[src/rtl/lpqfp_pkg.sv]
package lpqfp_pkg;

	localparam int LENGTH_BITS_DEF = 32;
	localparam int LIMIT_BITS = 32;
	localparam int FRAME_LEN_BITS = 32;

	localparam logic [LIMIT_BITS-1:0] MAX_PAYLOAD_RESET = 32'd65535;

	localparam logic [7:0] CHAR_Q = 8'h51;
	localparam logic [7:0] CHAR_BAR = 8'h7C;
	localparam logic [7:0] CHAR_ZERO = 8'h30;
	localparam logic [7:0] CHAR_NINE = 8'h39;
	localparam int RADIX = 10;

	typedef enum logic [2:0] {
		PH_EXPECT_Q   = 3'd0,
		PH_EXPECT_BAR = 3'd1,
		PH_DIGITS     = 3'd2,
		PH_PAYLOAD    = 3'd3,
		PH_ERROR      = 3'd4
	} phase_t;

	typedef enum logic [1:0] {
		ST_HEADER  = 2'd0,
		ST_PAYLOAD = 2'd1,
		ST_ERROR   = 2'd2,
		ST_DROPPED = 2'd3
	} status_t;

	typedef struct packed {
		logic       valid;
		logic [7:0] rx_byte;
	} in_item_t;

endpackage

[src/rtl/length_prefixed_query_frame_parser.sv]
// channel  | handshake              | payload
// in       | in_valid / in_stall    | rx_byte
// out      | out_valid / out_stall  | status, data_byte, frame_last, frame_length
// cfg      | cfg_we                 | cfg_wdata (max_payload_length)
//
// one byte per cycle while out_stall is low; each byte gives one result after its transfer:
// input register, then the parse step into the result register
// arst_n clears the phase and both counters and sets the limit to 65535
// a stalled result holds; the input register still takes one byte meanwhile
module length_prefixed_query_frame_parser #(
	parameter int LENGTH_BITS = lpqfp_pkg::LENGTH_BITS_DEF
) (
	input  logic                                  clk,
	input  logic                                  arst_n,
	input  logic                                  in_valid,
	output logic                                  in_stall,
	input  logic [7:0]                            rx_byte,
	output logic                                  out_valid,
	input  logic                                  out_stall,
	output logic [1:0]                            status,
	output logic [7:0]                            data_byte,
	output logic                                  frame_last,
	output logic [lpqfp_pkg::FRAME_LEN_BITS-1:0]  frame_length,
	input  logic                                  cfg_we,
	input  logic [lpqfp_pkg::LIMIT_BITS-1:0]      cfg_wdata
);
	import lpqfp_pkg::*;

	logic [LIMIT_BITS-1:0] max_payload_length_q;
	in_item_t              item;
	logic                  take;

	always_ff @(posedge clk or negedge arst_n) begin
		if (!arst_n) begin
			max_payload_length_q <= MAX_PAYLOAD_RESET;
		end else if (cfg_we) begin
			max_payload_length_q <= cfg_wdata;
		end
	end

	lpqfp_in_stage u_in_stage (
		.clk      (clk),
		.arst_n   (arst_n),
		.in_valid (in_valid),
		.in_stall (in_stall),
		.rx_byte  (rx_byte),
		.take     (take),
		.item     (item)
	);

	lpqfp_parser #(
		.LENGTH_BITS (LENGTH_BITS)
	) u_parser (
		.clk          (clk),
		.arst_n       (arst_n),
		.item         (item),
		.take         (take),
		.limit        (max_payload_length_q),
		.out_valid    (out_valid),
		.out_stall    (out_stall),
		.status       (status),
		.data_byte    (data_byte),
		.frame_last   (frame_last),
		.frame_length (frame_length)
	);

endmodule

[src/rtl/lpqfp_in_stage.sv]
module lpqfp_in_stage (
	input  logic                clk,
	input  logic                arst_n,
	input  logic                in_valid,
	output logic                in_stall,
	input  logic [7:0]          rx_byte,
	input  logic                take,
	output lpqfp_pkg::in_item_t item
);
	import lpqfp_pkg::*;

	logic       valid_s1;
	logic [7:0] byte_s1;
	logic       load;

	assign in_stall = valid_s1 && !take;
	assign load = in_valid && !in_stall;

	always_ff @(posedge clk or negedge arst_n) begin
		if (!arst_n) begin
			valid_s1 <= 1'b0;
		end else if (load) begin
			valid_s1 <= 1'b1;
		end else if (take) begin
			valid_s1 <= 1'b0;
		end
	end

	always_ff @(posedge clk) begin
		if (load) begin
			byte_s1 <= rx_byte;
		end
	end

	assign item.valid = valid_s1;
	assign item.rx_byte = byte_s1;

endmodule

[src/rtl/lpqfp_parser.sv]
module lpqfp_parser #(
	parameter int LENGTH_BITS = lpqfp_pkg::LENGTH_BITS_DEF
) (
	input  logic                                  clk,
	input  logic                                  arst_n,
	input  lpqfp_pkg::in_item_t                   item,
	output logic                                  take,
	input  logic [lpqfp_pkg::LIMIT_BITS-1:0]      limit,
	output logic                                  out_valid,
	input  logic                                  out_stall,
	output logic [1:0]                            status,
	output logic [7:0]                            data_byte,
	output logic                                  frame_last,
	output logic [lpqfp_pkg::FRAME_LEN_BITS-1:0]  frame_length
);
	import lpqfp_pkg::*;

	localparam int EW = ((LENGTH_BITS > LIMIT_BITS) ? LENGTH_BITS : LIMIT_BITS) + 4;
	localparam logic [EW-1:0] LEN_MASK_EXT = EW'({LENGTH_BITS{1'b1}});

	phase_t                 phase_q, phase_nxt;
	logic [LENGTH_BITS-1:0] declared_q, declared_nxt;
	logic [LENGTH_BITS-1:0] received_q, received_nxt;

	logic                   valid_s2;
	status_t                status_s2, status_nxt;
	logic [7:0]             data_s2, data_nxt;
	logic                   last_s2, last_nxt;
	logic [FRAME_LEN_BITS-1:0] len_s2;

	logic [7:0]             b;
	logic                   is_digit;
	logic [3:0]             digit;
	logic [EW-1:0]          decl_ext;
	logic [EW-1:0]          acc_ext;
	logic [EW-1:0]          lim_ext;
	logic [EW-1:0]          eff_limit;
	logic                   too_long;
	logic [LENGTH_BITS-1:0] received_inc;
	logic                   payload_done;
	logic                   slot_free;

	assign b = item.rx_byte;
	assign slot_free = !valid_s2 || !out_stall;
	assign take = item.valid && slot_free;

	// length accumulate: x*10 as two shifts
	assign is_digit = (b >= CHAR_ZERO) && (b <= CHAR_NINE);
	assign digit = 4'(b - CHAR_ZERO);
	assign decl_ext = EW'(declared_q);
	assign acc_ext = (decl_ext << 3) + (decl_ext << 1) + EW'(digit);
	assign lim_ext = EW'(limit);
	assign eff_limit = (lim_ext > LEN_MASK_EXT) ? LEN_MASK_EXT : lim_ext;
	assign too_long = acc_ext > eff_limit;

	assign received_inc = received_q + LENGTH_BITS'(1);
	assign payload_done = received_inc >= declared_q;

	// next phase
	always_comb begin
		phase_nxt = phase_q;
		unique case (phase_q)
			PH_EXPECT_Q: begin
				phase_nxt = (b == CHAR_Q) ? PH_EXPECT_BAR : PH_ERROR;
			end
			PH_EXPECT_BAR: begin
				phase_nxt = (b == CHAR_BAR) ? PH_DIGITS : PH_ERROR;
			end
			PH_DIGITS: begin
				priority if (b == CHAR_BAR) begin
					phase_nxt = (declared_q == '0) ? PH_EXPECT_Q : PH_PAYLOAD;
				end else if (is_digit && !too_long) begin
					phase_nxt = PH_DIGITS;
				end else begin
					phase_nxt = PH_ERROR;
				end
			end
			PH_PAYLOAD: begin
				phase_nxt = payload_done ? PH_EXPECT_Q : PH_PAYLOAD;
			end
			default: begin
				phase_nxt = PH_ERROR;
			end
		endcase
	end

	// result and counters
	always_comb begin
		status_nxt = ST_HEADER;
		data_nxt = '0;
		last_nxt = 1'b0;
		declared_nxt = declared_q;
		received_nxt = received_q;
		unique case (phase_q)
			PH_EXPECT_Q: begin
				if (b == CHAR_Q) begin
					declared_nxt = '0;
					received_nxt = '0;
				end else begin
					status_nxt = ST_ERROR;
				end
			end
			PH_EXPECT_BAR: begin
				if (b == CHAR_BAR) begin
					declared_nxt = '0;
				end else begin
					status_nxt = ST_ERROR;
				end
			end
			PH_DIGITS: begin
				priority if (b == CHAR_BAR) begin
					received_nxt = '0;
					last_nxt = (declared_q == '0);
				end else if (is_digit && !too_long) begin
					declared_nxt = LENGTH_BITS'(acc_ext);
				end else begin
					status_nxt = ST_ERROR;
				end
			end
			PH_PAYLOAD: begin
				status_nxt = ST_PAYLOAD;
				data_nxt = b;
				received_nxt = received_inc;
				last_nxt = payload_done;
			end
			default: begin
				status_nxt = ST_DROPPED;
			end
		endcase
	end

	always_ff @(posedge clk or negedge arst_n) begin
		if (!arst_n) begin
			phase_q <= PH_EXPECT_Q;
			declared_q <= '0;
			received_q <= '0;
			valid_s2 <= 1'b0;
		end else begin
			if (take) begin
				phase_q <= phase_nxt;
				declared_q <= declared_nxt;
				received_q <= received_nxt;
			end
			if (slot_free) begin
				valid_s2 <= item.valid;
			end
		end
	end

	always_ff @(posedge clk) begin
		if (take) begin
			status_s2 <= status_nxt;
			data_s2 <= data_nxt;
			last_s2 <= last_nxt;
			len_s2 <= FRAME_LEN_BITS'(declared_nxt);
		end
	end

	assign out_valid = valid_s2;
	assign status = status_s2;
	assign data_byte = data_s2;
	assign frame_last = last_s2;
	assign frame_length = len_s2;

	a_error_sticky: assert property (@(posedge clk) disable iff (!arst_n)
		take && phase_q == PH_ERROR |=> status_s2 == ST_DROPPED && phase_q == PH_ERROR)
		else $error("error phase left or wrong status");

	a_last_restarts: assert property (@(posedge clk) disable iff (!arst_n)
		take && last_nxt |=> phase_q == PH_EXPECT_Q && last_s2)
		else $error("frame end without return to start");

	a_payload_bound: assert property (@(posedge clk) disable iff (!arst_n)
		phase_q == PH_PAYLOAD |-> received_q < declared_q)
		else $error("payload count beyond declared length");

	a_data_zero: assert property (@(posedge clk) disable iff (!arst_n)
		valid_s2 && status_s2 != ST_PAYLOAD |-> data_s2 == 8'h00)
		else $error("data byte set outside payload");

endmodule
[config.mk]
export PLATFORM = sky130hd
export DESIGN_NAME = length_prefixed_query_frame_parser
export DESIGN_NICKNAME = d
export VERILOG_FILES = /design/src/rtl/lpqfp_pkg.sv /design/src/rtl/length_prefixed_query_frame_parser.sv /design/src/rtl/lpqfp_in_stage.sv /design/src/rtl/lpqfp_parser.sv
export SDC_FILE = /design/constraint.sdc
export NUM_CORES = 1
export LEC_CHECK = 0
export ABC_CLOCK_PERIOD_IN_PS = 10250
export BUFFER_PORTS_ARGS = -buffer_cell sky130_fd_sc_hd__buf_2
export CORE_MARGIN = 2
export CORE_UTILIZATION = 60
export CTS_BUF_LIST = sky130_fd_sc_hd__clkbuf_4 sky130_fd_sc_hd__clkbuf_8
export DETAILED_ROUTE_END_ITERATION = 7
export GPL_ROUTABILITY_DRIVEN = 0
export HOLD_SLACK_MARGIN = 0.08
export PLACE_DENSITY = 0.85
export SKIP_CTS_REPAIR_TIMING = 1
export SLEW_MARGIN = 20
export SYNTH_ARGS = -nofsm -noshare
export SYNTH_HDL_FRONTEND = slang
export SYNTH_HIERARCHICAL = 1
export SYNTH_SLANG_ARGS = --single-unit
[constraint.sdc]
create_clock -name clk -period 10.25 [get_ports clk]
set_input_delay 1.025 -clock clk [delete_from_list [all_inputs] [get_ports clk]]
set_output_delay 1.025 -clock clk [all_outputs]
set_load 0.005 [all_outputs]
== Word-level counts from Yosys, hierarchy flattened ==
Cells that the tools add are included.
Storage, ports and cells
  register bits: 152
  latch bits: 0
  bits in writable memories: 0
  memory bits (read-only): 0
  output and inout bits: 45
  logic and storage cells: 68
  memories: 0
Cells by class
  add/subtract/negate cells: 4
  multiply operators: 0
  divide/modulo/power cells: 0
  $lt $le $gt $ge: 5
  eq/ne operators: 7
  shift-type cells: 0
  multiplexer cells: 25
  bitwise gates (word level): 0
  reduce and logical (&&, ||, !) cells: 16
Operators by type and width (number)
  32-bit 2-to-1 mux: 7
  32-bit one-hot mux with 3 select lines: 2
  35-bit by 33-bit adder with 36-bit output: 1
  36-bit by 4-bit adder with 36-bit output: 1
  36-bit > comparator: 1
  32-bit by 1-bit adder with 32-bit output, second input constant: 1
  32-bit >= comparator: 1
  32-bit > comparator, second input constant: 1
  32-bit zero test: 1
  8-bit by 7-bit == test with 1-bit output, second input constant: 2
  2-bit 2-to-1 mux: 6
  3-bit 2-to-1 mux: 4
  3-bit one-hot mux with 4 select lines: 1
  8-bit by 6-bit >= comparator with 1-bit output, second input constant: 1
  8-bit by 6-bit <= comparator with 1-bit output, second input constant: 1
  2-bit one-hot mux with 4 select lines: 1
  3-bit by 2-bit == test with 1-bit output, second input constant: 2
  1-bit logical AND: 5
  1-bit zero test: 5
  2-bit by 1-bit != test with 1-bit output, second input constant: 2
  4-bit AND reduction: 1
  4-bit by 1-bit subtractor with 4-bit output, second input constant: 1
  3-bit by 1-bit == test with 1-bit output, second input constant: 1
  3-bit zero test: 1
  other kinds (5): 7

== Logic depth before layout (Yosys ltp) ==
  depth in word-level cells: 8
  depth in mapped cells: 21
  depth with buffers taken out: 18

== Modules after synthesis ==
Netlist, hierarchy kept.
Modules (own cells, without submodules)
  lpqfp_parser: times used 1, cells each 1237, area each 10286.1 µm²
  length_prefixed_query_frame_parser: times used 1, cells each 68, area each 1365.1 µm²
  lpqfp_in_stage: times used 1, cells each 14, area each 305.3 µm²

== Worst setup path after synthesis ==
Ideal clock, no wire load.
  kind: reg-to-reg
  start: reg u_in_stage.byte_s1[3]
  end: reg u_parser.len_s2[25] (netlist: u_parser/frame_length[25]), data pin
  arrival: 4886 ps
  data required time: 9993 ps
  path slack: 5107 ps
  cell stages (with the launch flop): 20
  path buffers: 2
  clock period less this slack: 5143 ps
  path through: edfxtp_1 fa_1 fa_1 a211oi_1 o211ai_1 a31o_2 a21oi_1 xor2_1 inv_1 ha_1 nand4_1 nor2_1 a221o_1 o41a_1 o41ai_1 o2111a_1 buf_4 buf_4 mux2i_1 nand2_1
Between the ends
  longest elaborated chain between the ends: 8
  elaborated cells between the ends (all ways): 15
  those cells by class: add/sub: 2; order compare: 3; eq/ne: 2; mux: 5; reduce/logical: 3
RTL lines
  from (decl): line lpqfp_in_stage.sv:13  | logic [7:0] byte_s1;
  from (signal assigned): line lpqfp_in_stage.sv:31  | byte_s1 <= rx_byte;
  4-bit by 1-bit subtractor with 4-bit output: line lpqfp_parser.sv:49  | assign digit = 4'(b - CHAR_ZERO);
  36-bit by 4-bit adder with 36-bit output: line lpqfp_parser.sv:51  | assign acc_ext = (decl_ext << 3) + (decl_ext << 1) + EW'(digit);
  36-bit > comparator: line lpqfp_parser.sv:54  | assign too_long = acc_ext > eff_limit;
  1-bit zero test: line lpqfp_parser.sv:114  | end else if (is_digit && !too_long) begin
  1-bit logical AND: line lpqfp_parser.sv:114
  32-bit 2-to-1 mux: line lpqfp_parser.sv:114
  32-bit 2-to-1 mux: line lpqfp_parser.sv:111  | priority if (b == CHAR_BAR) begin
  32-bit one-hot mux with 3 select lines (*): line lpqfp_parser.sv:94  | unique case (phase_q)
  named net u_parser.declared_nxt[25]: line lpqfp_parser.sv:22  | logic [LENGTH_BITS-1:0] declared_q, declared_nxt;
  to (signal assigned): line lpqfp_parser.sv:155  | len_s2 <= FRAME_LEN_BITS'(declared_nxt);
  to (decl): line lpqfp_parser.sv:29  | logic [FRAME_LEN_BITS-1:0] len_s2;
The timed path passes the listed nets; every way through them passes the cells marked *.
A chain may end at the register's enable or synchronous reset.

== Final worst setup path ==
  start: reg u_parser.declared_q[0]
  end: reg u_parser.declared_q[9]
Between the ends
  longest elaborated chain between the ends: 8
RTL lines
  from (decl): line lpqfp_parser.sv:22
  from (signal assigned): line lpqfp_parser.sv:141  | declared_q <= declared_nxt;
  35-bit by 33-bit adder with 36-bit output (*): line lpqfp_parser.sv:51
  36-bit by 4-bit adder with 36-bit output (*): line lpqfp_parser.sv:51
  36-bit > comparator: line lpqfp_parser.sv:54
  1-bit zero test: line lpqfp_parser.sv:114
  1-bit logical AND: line lpqfp_parser.sv:114
  32-bit 2-to-1 mux (*): line lpqfp_parser.sv:114
  32-bit 2-to-1 mux (*): line lpqfp_parser.sv:111
  32-bit one-hot mux with 3 select lines (*): line lpqfp_parser.sv:94
Every way passes the cells marked *; elsewhere a longest branch is shown, timed or not.

==> results.sh <==
export IMPL_status="completed"
export IMPL_htreeDepth=4
export IMPL_hold_viol_final=0
export IMPL_core_mm2=0.0195
export IMPL_drv_slew=0
export IMPL_min_path_type="in2async"
export IMPL_grt_antenna_before_repair=0
export IMPL_cts_clk_slew_worst_paths_ns=0.09
export IMPL_grt_pass1_wl_um=54000
export IMPL_power_frac_comb=0.087
export IMPL_worstPathMaxFanout=42
export IMPL_swShare=0.270
export IMPL_syn_inst=1319
export IMPL_crit_path_end_kind="flop"
export IMPL_synth_flop_cell="dfrtp_1"
export IMPL_routed_via_count=10800
export IMPL_rsz0062_at_grt="false"
export IMPL_p_clk_frac=0.353
export IMPL_worst_path_buf_inv=2
export IMPL_viasPerCell=6.58
export IMPL_postSynthAreaPerCell_um2=9.06
export IMPL_min_period_ns=6.39
export IMPL_cpPeakStageDelay_ns=0.72
export IMPL_hpwl_um=24800
export IMPL_layout_drive_gt1_share=0.142
export IMPL_yosysWarningCount=6
export IMPL_cts_root_buf="clkbuf_8"
export IMPL_routed_wl_um=33700
export IMPL_r2r_start="u_parser/declared_q[0]"
export IMPL_route_detailed_drc=0
export IMPL_die_y_um=145
export IMPL_syn_area_mm2=0.0120
export IMPL_rows=51
export IMPL_slew_headroom=0.238
export IMPL_clk_latency_ns=0.48
export IMPL_crit_slowest_cell="o41ai_1"
export IMPL_nets=1538
export IMPL_arrival_ns=6.72
export IMPL_overflow=0
export IMPL_ys_ff_latch=152
export IMPL_r2r_end="u_parser/declared_q[9]"
export IMPL_fin_crit_sh=0.623
export IMPL_cp_top_family="compound AO/OA/AOI/OAI gates"
export IMPL_gr_usage_all_layers=0.320
export IMPL_setup_tns_ns=0
export IMPL_grt_pass1_vias=10300
export IMPL_irDropWorstVdd_mv=0.0940
export IMPL_synth_cell_types=78
export IMPL_syn_to_final_growth_pct=7.28
export IMPL_ys_async_sr_fraction=0.664
export IMPL_fin_skew_ns=0.0139
export IMPL_ys_seq_area_frac=0.341
export IMPL_setup_violations=0
export IMPL_worst_pin_slew_ns=1.14
export IMPL_synth_edf_count=51
export IMPL_start_util=0.612
export IMPL_reg2reg_slack_ns=3.86
export IMPL_first_iter_violations=1679
export IMPL_cp_cell_sequence="fa_1 > ha_1 > a211oi_1 > o211ai_1 > a32oi_1 > nand4_1 > a31oi_1 > o21ai_0 > xnor2_1 > inv_1 > ha_1 > nand4_1 > nor4_1 > o41a_1 > o41ai_1 > o2111ai_4 > buf_4 > nor2_2 > o21ai_1"
export IMPL_p_sw_uw=327
export IMPL_clock_sinks=152
export IMPL_cellLeakagePower_uw=0.00613
export IMPL_reg2regPathDepth=19
export IMPL_cts_tree="done"
export IMPL_p_per_area_mw_per_mm2=94.3
export IMPL_ios=90
export IMPL_drt_pre_antenna_iters=6
export IMPL_syn_nets=1494
export IMPL_p_seq_frac=0.560
export IMPL_whs_ns=0.472
export IMPL_timing_fmax_ghz=0.157
export IMPL_critPathLaunchType="flop"
export IMPL_p_int_uw=883
export IMPL_path_class="reg2reg"
export IMPL_antenna_left=0
export IMPL_final_cell_area_mm2=0.0128
export IMPL_drt_wirelength_per_cell_um=20.5
export IMPL_cts_buffers=17
export IMPL_io_buffer_count=89
export IMPL_drv_cap=0
export IMPL_die_area_mm2=0.0211
export IMPL_num_antenna_cells=0
export IMPL_grt_max_degree=74
export IMPL_dieWidth_um=145
export IMPL_cp_required_ns=10.58
export IMPL_placed_area_mm2=0.0125
export IMPL_clk_path_buf_depth=2
[cell families after synthesis]
logic type                 Yosys count  synth area share
AOI/OAI and AO/OA                  358             0.198
xor gates and xnor gates            52            0.0381
muxes                               61            0.0638
DFF                                152             0.341
and+or+nand+nor                    399             0.162
adders and majority gates          130             0.137
buffers and inverters              167            0.0594
[sequential cells by signal (all words and copies together), names as in the netlist]
register	count
max_payload_length_q	32
u_in_stage/byte_s1	8
u_in_stage/valid_s1	1
u_parser/data_byte	8
u_parser/declared_q	32
u_parser/frame_last	1
u_parser/frame_length	32
u_parser/out_valid	1
u_parser/phase_q	3
u_parser/received_q	32
u_parser/status	2
[per-layer routing]
| metal | global-route usage | wire [µm] |
|---|---|---|
| met4 | 0.131 | 1420 |
| met5 | 0 | 0 |
| met2 | 0.505 | 15100 |
| met1 | 0.424 | 13500 |
| met3 | 0.0767 | 3720 |
[power groups by stage]
stage          combinational, µW  clock (µW)  sequential [µW]
3_5_place_dp                 106           0              691
5_1_grt                      116         463              682
3_3_place_gp                 101           0              689
6_report                     105         427              678
2_1_floorplan               61.2           0              688
4_1_cts                      106         433              678
[synthesized netlist by cell type, types with 8 or more instances]
master / n / area (µm²)
inv_1: 90 / 338
a211oi_1: 20 / 150
o31ai_1: 12 / 90.1
and3_1: 20 / 125
a21o_1: 17 / 128
a31oi_1: 8 / 50.1
nand2_1: 132 / 495
nand2b_1: 8 / 50.1
a22oi_1: 28 / 210
xnor2_1: 34 / 298
and2_1: 9 / 56.3
nand4_1: 42 / 263
edfxtp_1: 51 / 1530
nand3_1: 37 / 185
o21ai_1: 29 / 145
clkbuf_1: 59 / 221
mux2i_1: 29 / 290
xor2_1: 18 / 158
nor2b_1: 10 / 62.6
a21oi_1: 80 / 400
o21a_1: 11 / 82.6
o211ai_1: 28 / 210
nor2_1: 86 / 323
nor3_1: 15 / 75.1
nor4_1: 12 / 75.1
dfrtp_1: 85 / 2130
dfstp_2: 16 / 420
a22o_1: 8 / 70.1
o21ai_0: 57 / 285
ha_1: 128 / 1600
mux2_4: 30 / 450
[placed cells by master (no fill, tap or decap), drive strengths merged, types with 28 or more instances in the layout]
cell and n:
o211ai 29, mux2 32, nand3 38, a21oi 80, xnor2 34, dfrtp 85
mux2i 29, nand2 132, a22oi 28, buf 102, o21ai 86, nor2 87
nand4 42, edfxtp 51, ha 128, inv 95
[cell type report]
class,count,area (µm²)
multi-input cells,1000,7180
fillers,1600,6700
flip-flops and latches,152,4080
repair buffers,102,546
inverters,90,338
well taps,265,332
clock buffers,17,234
clock inverters,15,120
[per-stage QoR]
step           total power, µW   util  std cells  setup slack (ns)
2_1_floorplan              749      -       1319              5.11
3_3_place_gp               790  0.639       1609              4.23
3_5_place_dp               796  0.639       1609              4.02
4_1_cts                   1220  0.657       1641              3.98
5_1_grt                   1260  0.657       1641              3.53
6_report                  1210  0.657       1641              3.86
[worst max path at each step]
stage	startpoint	to	slack [ns]	depth (start not counted)
2_1_floorplan	u_in_stage/byte_s1[3]	u_parser/frame_length[25]	5.11	19
3_3_place_gp	u_parser/declared_q[0]	u_parser/declared_q[9]	4.23	18
3_5_place_dp	u_in_stage/byte_s1[3]	u_parser/declared_q[22]	4.02	18
4_1_cts	u_parser/declared_q[0]	u_parser/declared_q[9]	3.98	18
5_1_grt	u_in_stage/byte_s1[3]	u_parser/declared_q[9]	3.53	19
6_report	u_parser/declared_q[0]	u_parser/declared_q[9]	3.86	19
Note: power is estimated with default switching activity, not from simulation.
